## src/tksel_pkg.sv

```systemverilog
// Shared constants and types for the top-k score selection block.
`timescale 1ns / 1ps
`default_nettype none

package tksel_pkg;

  localparam int unsigned LIST_SIZE_DEF = 10;
  localparam int unsigned TAG_BITS_DEF  = 16;

  localparam int unsigned SCORE_W   = 32;
  localparam int unsigned IN_TAG_W  = 16;
  localparam int unsigned RANK_W    = 4;
  localparam int unsigned S_DATA_W  = 48;
  localparam int unsigned M_DATA_W  = 56;
  localparam int unsigned APB_ADDR_W = 3;
  localparam int unsigned APB_DATA_W = 32;

  localparam logic [SCORE_W-1:0] MIN_SCORE_RST = 32'd6553;

  localparam logic REG_MIN_SCORE = 1'b0;

  typedef struct packed {
    logic                insert;
    logic                drain;
    logic [SCORE_W-1:0]  score;
  } row_ctrl_t;

endpackage

`default_nettype wire

```

## src/tksel_cell.sv

```systemverilog
// One slot of the ranked row: holds a score and tag and trades them with its neighbours.
`timescale 1ns / 1ps
`default_nettype none

module tksel_cell #(
  parameter int unsigned TAG_W = 16
) (
  input  wire                          clk_i,
  input  wire                          rst_ni,
  input  wire tksel_pkg::row_ctrl_t    ctrl_i,
  input  wire [TAG_W-1:0]              new_tag_i,
  input  wire                          prev_beats_i,
  input  wire                          prev_used_i,
  input  wire [tksel_pkg::SCORE_W-1:0] prev_score_i,
  input  wire [TAG_W-1:0]              prev_tag_i,
  input  wire                          next_used_i,
  input  wire [tksel_pkg::SCORE_W-1:0] next_score_i,
  input  wire [TAG_W-1:0]              next_tag_i,
  output logic                         beats_o,
  output logic                         used_o,
  output logic [tksel_pkg::SCORE_W-1:0] score_o,
  output logic [TAG_W-1:0]             tag_o
);

  logic                         used_q, used_d;
  logic [tksel_pkg::SCORE_W-1:0] score_q, score_d;
  logic [TAG_W-1:0]             tag_q, tag_d;

  assign beats_o = !used_q || (score_q < ctrl_i.score);

  always_comb begin
    used_d  = used_q;
    score_d = score_q;
    tag_d   = tag_q;
    if (ctrl_i.drain) begin
      used_d  = next_used_i;
      score_d = next_score_i;
      tag_d   = next_tag_i;
    end else if (ctrl_i.insert) begin
      if (prev_beats_i) begin
        used_d  = prev_used_i;
        score_d = prev_score_i;
        tag_d   = prev_tag_i;
      end else if (beats_o) begin
        used_d  = 1'b1;
        score_d = ctrl_i.score;
        tag_d   = new_tag_i;
      end
    end
  end

  always_ff @(posedge clk_i or negedge rst_ni) begin
    if (!rst_ni) begin
      used_q <= 1'b0;
    end else begin
      used_q <= used_d;
    end
  end

  always_ff @(posedge clk_i) begin
    score_q <= score_d;
    tag_q   <= tag_d;
  end

  assign used_o  = used_q;
  assign score_o = score_q;
  assign tag_o   = tag_q;

endmodule

`default_nettype wire

```

## src/tksel_row.sv

```systemverilog
// Row of ranked slots: insertion shifts towards the tail, readout shifts towards the head.
`timescale 1ns / 1ps
`default_nettype none

module tksel_row #(
  parameter int unsigned LIST_SIZE = tksel_pkg::LIST_SIZE_DEF,
  parameter int unsigned TAG_W     = tksel_pkg::IN_TAG_W
) (
  input  wire                           clk_i,
  input  wire                           rst_ni,
  input  wire tksel_pkg::row_ctrl_t     ctrl_i,
  input  wire [TAG_W-1:0]               new_tag_i,
  output logic                          head_used_o,
  output logic [tksel_pkg::SCORE_W-1:0] head_score_o,
  output logic [TAG_W-1:0]              head_tag_o
);

  logic                          beats_w [LIST_SIZE];
  logic                          used_w  [LIST_SIZE];
  logic [tksel_pkg::SCORE_W-1:0] score_w [LIST_SIZE];
  logic [TAG_W-1:0]              tag_w   [LIST_SIZE];

  for (genvar i = 0; i < LIST_SIZE; i++) begin : g_cell
    logic                          prev_beats, prev_used, next_used;
    logic [tksel_pkg::SCORE_W-1:0] prev_score, next_score;
    logic [TAG_W-1:0]              prev_tag, next_tag;

    if (i == 0) begin : g_head
      assign prev_beats = 1'b0;
      assign prev_used  = 1'b0;
      assign prev_score = '0;
      assign prev_tag   = '0;
    end else begin : g_body
      assign prev_beats = beats_w[i-1];
      assign prev_used  = used_w[i-1];
      assign prev_score = score_w[i-1];
      assign prev_tag   = tag_w[i-1];
    end

    if (i == LIST_SIZE - 1) begin : g_tail
      assign next_used  = 1'b0;
      assign next_score = '0;
      assign next_tag   = '0;
    end else begin : g_link
      assign next_used  = used_w[i+1];
      assign next_score = score_w[i+1];
      assign next_tag   = tag_w[i+1];
    end

    tksel_cell #(
      .TAG_W(TAG_W)
    ) u_cell (
      .clk_i       (clk_i),
      .rst_ni      (rst_ni),
      .ctrl_i      (ctrl_i),
      .new_tag_i   (new_tag_i),
      .prev_beats_i(prev_beats),
      .prev_used_i (prev_used),
      .prev_score_i(prev_score),
      .prev_tag_i  (prev_tag),
      .next_used_i (next_used),
      .next_score_i(next_score),
      .next_tag_i  (next_tag),
      .beats_o     (beats_w[i]),
      .used_o      (used_w[i]),
      .score_o     (score_w[i]),
      .tag_o       (tag_w[i])
    );
  end

  assign head_used_o  = used_w[0];
  assign head_score_o = score_w[0];
  assign head_tag_o   = tag_w[0];

endmodule

`default_nettype wire

```

## src/top_k_score_select_core.sv

```systemverilog
// Top level of the top-k score selection block: stream ports, threshold register, readout.
//
//   channel   dir  handshake                    payload
//   s_axis    in   s_axis_tvalid/tready         tdata: score, tag; tlast: is_last
//   m_axis    out  m_axis_tvalid/tready         tdata: rank, out_score, out_tag;
//                                               tuser: slot_valid; tlast: last_of_list
//   apb       in   psel/penable, pready high    min_score at address 0
//
// An accepted item scoring above min_score is offered to the row; every slot compares against it in parallel.
// An item with tlast starts a readout of LIST_SIZE results shifted out of the row head,
// one per cycle unless the output stalls; input is held off until the last result is loaded for output.
// The readout empties the row as it goes, so it needs no separate clearing pass.
// Reset empties the row and sets min_score to 6553.
`timescale 1ns / 1ps
`default_nettype none

module top_k_score_select_core #(
  parameter int unsigned LIST_SIZE = tksel_pkg::LIST_SIZE_DEF,
  parameter int unsigned TAG_BITS  = tksel_pkg::TAG_BITS_DEF
) (
  input  wire                              clk_i,
  input  wire                              rst_ni,
  input  wire                              s_axis_tvalid,
  output logic                             s_axis_tready,
  // [31:0] score, [47:32] tag
  input  wire [tksel_pkg::S_DATA_W-1:0]    s_axis_tdata,
  input  wire                              s_axis_tlast,
  output logic                             m_axis_tvalid,
  input  wire                              m_axis_tready,
  // [3:0] rank, [35:4] out_score, [51:36] out_tag, [55:52] zero
  output logic [tksel_pkg::M_DATA_W-1:0]   m_axis_tdata,
  // [0] slot_valid
  output logic                             m_axis_tuser,
  output logic                             m_axis_tlast,
  input  wire                              psel,
  input  wire                              penable,
  input  wire                              pwrite,
  input  wire [tksel_pkg::APB_ADDR_W-1:0]  paddr,
  input  wire [tksel_pkg::APB_DATA_W-1:0]  pwdata,
  output logic [tksel_pkg::APB_DATA_W-1:0] prdata,
  output logic                             pready
);

  localparam int unsigned TAG_W = (TAG_BITS < tksel_pkg::IN_TAG_W) ? TAG_BITS
                                                                    : tksel_pkg::IN_TAG_W;
  localparam int unsigned CNT_W = (LIST_SIZE > 1) ? $clog2(LIST_SIZE) : 1;
  localparam logic [CNT_W-1:0] CNT_LAST = CNT_W'(LIST_SIZE - 1);

  typedef enum logic [1:0] {
    ST_FILL  = 2'b01,
    ST_DRAIN = 2'b10
  } state_e;

  state_e state_q, state_d;
  logic [CNT_W-1:0] cnt_q, cnt_d;
  logic [tksel_pkg::SCORE_W-1:0] min_score_q, min_score_d;

  logic                          out_valid_q, out_valid_d;
  logic [tksel_pkg::RANK_W-1:0]  out_rank_q, out_rank_d;
  logic [tksel_pkg::SCORE_W-1:0] out_score_q, out_score_d;
  logic [tksel_pkg::IN_TAG_W-1:0] out_tag_q, out_tag_d;
  logic                          out_used_q, out_used_d;
  logic                          out_last_q, out_last_d;

  logic                          in_acc, cfg_wr, load;
  logic [tksel_pkg::SCORE_W-1:0] in_score;
  logic [TAG_W-1:0]              in_tag;
  logic [6:0]                    cnt_ext;
  tksel_pkg::row_ctrl_t          ctrl;
  logic                          head_used;
  logic [tksel_pkg::SCORE_W-1:0] head_score;
  logic [TAG_W-1:0]              head_tag;

  assign in_score = s_axis_tdata[tksel_pkg::SCORE_W-1:0];
  assign in_tag   = s_axis_tdata[tksel_pkg::SCORE_W +: TAG_W];

  assign s_axis_tready = (state_q == ST_FILL);
  assign in_acc        = s_axis_tvalid && s_axis_tready;
  assign load          = (state_q == ST_DRAIN) && (!out_valid_q || m_axis_tready);

  assign ctrl.insert = in_acc && (in_score > min_score_q);
  assign ctrl.drain  = load;
  assign ctrl.score  = in_score;

  tksel_row #(
    .LIST_SIZE(LIST_SIZE),
    .TAG_W    (TAG_W)
  ) u_row (
    .clk_i       (clk_i),
    .rst_ni      (rst_ni),
    .ctrl_i      (ctrl),
    .new_tag_i   (in_tag),
    .head_used_o (head_used),
    .head_score_o(head_score),
    .head_tag_o  (head_tag)
  );

  assign pready = 1'b1;
  assign cfg_wr = psel && penable && pwrite && pready;
  assign prdata = (paddr[2] == tksel_pkg::REG_MIN_SCORE) ? min_score_q : '0;

  always_comb begin
    min_score_d = min_score_q;
    if (cfg_wr && (paddr[2] == tksel_pkg::REG_MIN_SCORE)) begin
      min_score_d = pwdata;
    end
  end

  assign cnt_ext = 7'(cnt_q);

  always_comb begin
    state_d     = state_q;
    cnt_d       = cnt_q;
    out_valid_d = out_valid_q;
    out_rank_d  = out_rank_q;
    out_score_d = out_score_q;
    out_tag_d   = out_tag_q;
    out_used_d  = out_used_q;
    out_last_d  = out_last_q;
    if (out_valid_q && m_axis_tready) begin
      out_valid_d = 1'b0;
    end
    case (state_q)
      ST_FILL: begin
        if (in_acc && s_axis_tlast) begin
          state_d = ST_DRAIN;
          cnt_d   = '0;
        end
      end
      ST_DRAIN: begin
        if (load) begin
          out_valid_d = 1'b1;
          out_rank_d  = cnt_ext[tksel_pkg::RANK_W-1:0];
          out_used_d  = head_used;
          out_score_d = head_used ? head_score : '0;
          out_tag_d   = head_used ? tksel_pkg::IN_TAG_W'(head_tag) : '0;
          out_last_d  = (cnt_q == CNT_LAST);
          if (cnt_q == CNT_LAST) begin
            state_d = ST_FILL;
          end else begin
            cnt_d = cnt_q + 1'b1;
          end
        end
      end
      default: begin
        state_d = ST_FILL;
      end
    endcase
  end

  always_ff @(posedge clk_i or negedge rst_ni) begin
    if (!rst_ni) begin
      state_q     <= ST_FILL;
      cnt_q       <= '0;
      min_score_q <= tksel_pkg::MIN_SCORE_RST;
      out_valid_q <= 1'b0;
    end else begin
      state_q     <= state_d;
      cnt_q       <= cnt_d;
      min_score_q <= min_score_d;
      out_valid_q <= out_valid_d;
    end
  end

  always_ff @(posedge clk_i) begin
    out_rank_q  <= out_rank_d;
    out_score_q <= out_score_d;
    out_tag_q   <= out_tag_d;
    out_used_q  <= out_used_d;
    out_last_q  <= out_last_d;
  end

  assign m_axis_tvalid = out_valid_q;
  assign m_axis_tdata  = {4'b0000, out_tag_q, out_score_q, out_rank_q};
  assign m_axis_tuser  = out_used_q;
  assign m_axis_tlast  = out_last_q;

endmodule

`default_nettype wire

```

## config.mk

```make
export PLATFORM = sky130hd
export DESIGN_NAME = top_k_score_select_core
export DESIGN_NICKNAME = d
export VERILOG_FILES = /design/src/tksel_pkg.sv /design/src/tksel_cell.sv /design/src/tksel_row.sv /design/src/top_k_score_select_core.sv
export SDC_FILE = /design/constraint.sdc
export NUM_CORES = 2
export LEC_CHECK = 0
export ABC_AREA = 0
export BUFFER_PORTS_ARGS = -buffer_cell sky130_fd_sc_hd__clkbuf_2
export CORE_MARGIN = 2
export CORE_UTILIZATION = 60
export DETAILED_ROUTE_END_ITERATION = 6
export HOLD_SLACK_MARGIN = 0.15
export PLACE_DENSITY = 0.78
export SLEW_MARGIN = 30
export SYNTH_ARGS = -nofsm -noshare
export SYNTH_HDL_FRONTEND = slang
export SYNTH_SLANG_ARGS = --single-unit
export TNS_END_PERCENT = 20
```

## constraint.sdc

```tcl
create_clock -name clk_i -period 14.95 [get_ports clk_i]
set_input_delay 4.485 -clock clk_i [delete_from_list [all_inputs] [get_ports clk_i]]
set_output_delay 4.485 -clock clk_i [all_outputs]
set_load 0.005 [all_outputs]
```

==> results.toml <==
[run_status]
status = "completed"

[clocking]
clock_latency_ps = 630
cts_resized = 0
cts.sinks = 583
cts-root-buf = "clkbuf_16"
postCtsHoldBufs = 0
clk_pin_slew_ps = 60
clockBufferDepth = 3
cts_max_level = 3
cts_tree = "yes"
cts_made_buffers = 67
postCtsSetupBuffers = 0

[global_route]
grt_antenna_before_repair = 1
grt_max_degree = 209
grt_pass1_wl_mm = 171
overflow = 0
grt_pass1_vias = 29400
grtUsageTotal_pct = 34.8

[synthesis]
synth_top_area_share_pct = 39.4
syn_area_um2 = 37000
ys_ff_latch = 583
synthTopCellsByCount = "edfxtp_1 (486), nand2_1 (389), ha_1 (344)"
postSynthCellCount = 3617
syn_area_per_cell_um2 = 10.2
synth_edf_count = 486
synth_top_cells_by_area = "edfxtp_1 (39%), ha_1 (12%), mux2i_1 (8.0%), nand2_1 (3.9%), a21oi_1 (2.9%)"
synth_largest_area_cell = "edfxtp_1"
ys_seq_area_share_pct = 45.4
async_flop_share_pct = 8.40
yosysMostFrequentCell = "edfxtp_1"
yosysWarnings = 0
ys.flop_type = "edfxtp_1"
ys_types = 69

[die]
die_h_um = 252
num_rows = 91
dieArea_um2 = 63700
die_w_um = 252
initial_core_util_pct = 60.3
coreArea_um2 = 61400
ios = 184

[power]
p_leak_uw = 0.0174
vdd_drop_max_mv = 0.0938
finalPower_uw = 6000
power_density_nw_per_um2 = 149

[routing]
drt_iter0_markers = 4039
drt_drc_violations_left = 0
wl_mm = 112
wl_per_cell_um = 25.1
via_count = 30500
avgViaCountPerCell = 6.83
drt-pass1-iter-count = 6
ant_nets = 0

[sta]
fin_skew_ps = 28.3
relSlewSlack_pct = 29.1
fin_crit_ps = 9750
worstMarginPinSlew_ps = 1060
slew_violations = 0
hold_viol_final = 0
rsz0062_at_grt = "false"
setup_slack_ps = 5200
fmax_ghz = 0.103
setup_viol = 0
tns_ps = 0
finalCritPeriodShare_pct = 65.2

[cells_and_area]
fin_nets = 4060
insertedDiodeCount = 0
syn_to_final_growth_pct = 9.24
post-route-util_pct = 65.9
fillers = 4742
drive_gt1_share_pct = 10.9
final_cells = 4470

[critical_path]
crit_path_end_kind = "flip-flop"
reg2reg_depth = 11
r2r_slack_ps = 9270
timing.rr.end = "u_row.g_cell[4].u_cell.score_o[26]$_DFFE_PP_"
rr_startpoint = "u_row.g_cell[3].u_cell.score_o[9]$_DFFE_PP_"
crit_path_max_fanout = 30
required_ps = 15200
worstPathArrival_ps = 10000
cp-start-kind = "input pin"
path_class = "input pin to flip-flop"

[placement]
gp_congestion = 0.927
hpwl_mm = 71.4
dp.cells = 4343
dp_slack_ps = 4850
numPortBuffers = 176

[run]
cap_violations = 0

[min_path]
min_to = "out_rank_q[3]$_DFFE_PP_"
hold_depth = 0
hold_path_class = "flip-flop to flip-flop"
worstHoldStart = "cnt_q[3]$_DFFE_PN0P_"
-- layout make-up --
class | count | area [µm²] | share of cell area, %
clock inverters | 31 | 258 | 0.638
flip-flops and latches | 583 | 16800 | 41.5
well taps | 790 | 988 | 2.45
clock buffers | 93 | 1880 | 4.65
repair buffers | 229 | 1360 | 3.37
multi-input cells | 2653 | 18800 | 46.5
inverters | 91 | 349 | 0.864
-- layer usage --
layer / GRT usage (%) / vias up / wire [µm]
li1: - / 13700 / -
met1: 47.7 / 14600 / 45000
met2: 52.4 / 1880 / 49200
met3: 6.91 / 311 / 12200
met4: 18.4 / 0 / 5620
met5: 0 / - / 0
-- registers in the layout (all words and copies together), names as in the netlist --
name	flops
u_row.g_cell.u_cell.score_o	320
u_row.g_cell.u_cell.tag_o	160
min_score_q	32
out_score_q	32
out_tag_q	16
u_row.g_cell.u_cell.used_o	10
cnt_q	4
out_rank_q	4
state_q	2
m_axis_tlast	1
m_axis_tuser	1
m_axis_tvalid	1
-- logic make-up (layout without fill, tap and decap cells) --
logic type,Yosys count,after routing,share of synthesized area (%)
buffers and inverters,384,444,4.48
DFF,583,583,45.4
adders and majority gates,344,344,11.6
xor gates and xnor gates,2,2,0.0473
and+or+nand+nor,1036,1036,13.3
AOI/OAI and AO/OA,940,940,16.2
other,2,5,0.0203
muxes,326,326,8.93
-- how the worst max path moves through the flow --
stage,from,to,slack (ps),cells past startpoint
after floorplan,s_axis_tdata[13],u_row.g_cell[1].u_cell.score_o[0]$_DFFE_PP_,5390,11
after global routing,paddr[2],prdata[3],5100,3
after global placement,s_axis_tdata[9],u_row.g_cell[4].u_cell.tag_o[2]$_DFFE_PP_,4850,13
after CTS,paddr[2],prdata[10],5240,3
after detailed placement,s_axis_tdata[9],u_row.g_cell[4].u_cell.tag_o[2]$_DFFE_PP_,4850,13
final,s_axis_tdata[9],u_row.g_cell[4].u_cell.score_o[26]$_DFFE_PP_,5200,13
-- through the flow --
stage / hold WS (ps) / area [µm²]
after floorplan: 423 / 37000
after global placement: 486 / 38200
after detailed placement: 495 / 38200
after CTS: 507 / 40400
after global routing: 513 / 40400
final: 498 / 40400
-- critical path, stage by stage --
cell,delay [ps]
clkbuf_2,190
inv_1,420
ha_1,340
a21o_1,180
a211o_1,350
a2111oi_0,840
a2111oi_0,250
buf_4,210
nor2_4,540
buf_4,560
a21oi_1,190
o21ai_4,760
buf_4,620
-- report_power, final --
part           switching [µW]  internal (µW)
Clock                     709            937
Sequential                270           2220
Combinational            1140            732
-- layout by cell type, fill, tap and decap left out, types with 125 or more instances in the layout --
cell type    n
o21ai_0    188
nand3_1    127
ha_1       344
clkbuf_2   176
a21o_1     125
mux2i_1    294
nand4_1    128
edfxtp_1   486
nand2_1    385
a21oi_1    206
o21ai_1    174
nor2_1     219
Note: power is estimated with default switching activity, not from simulation.
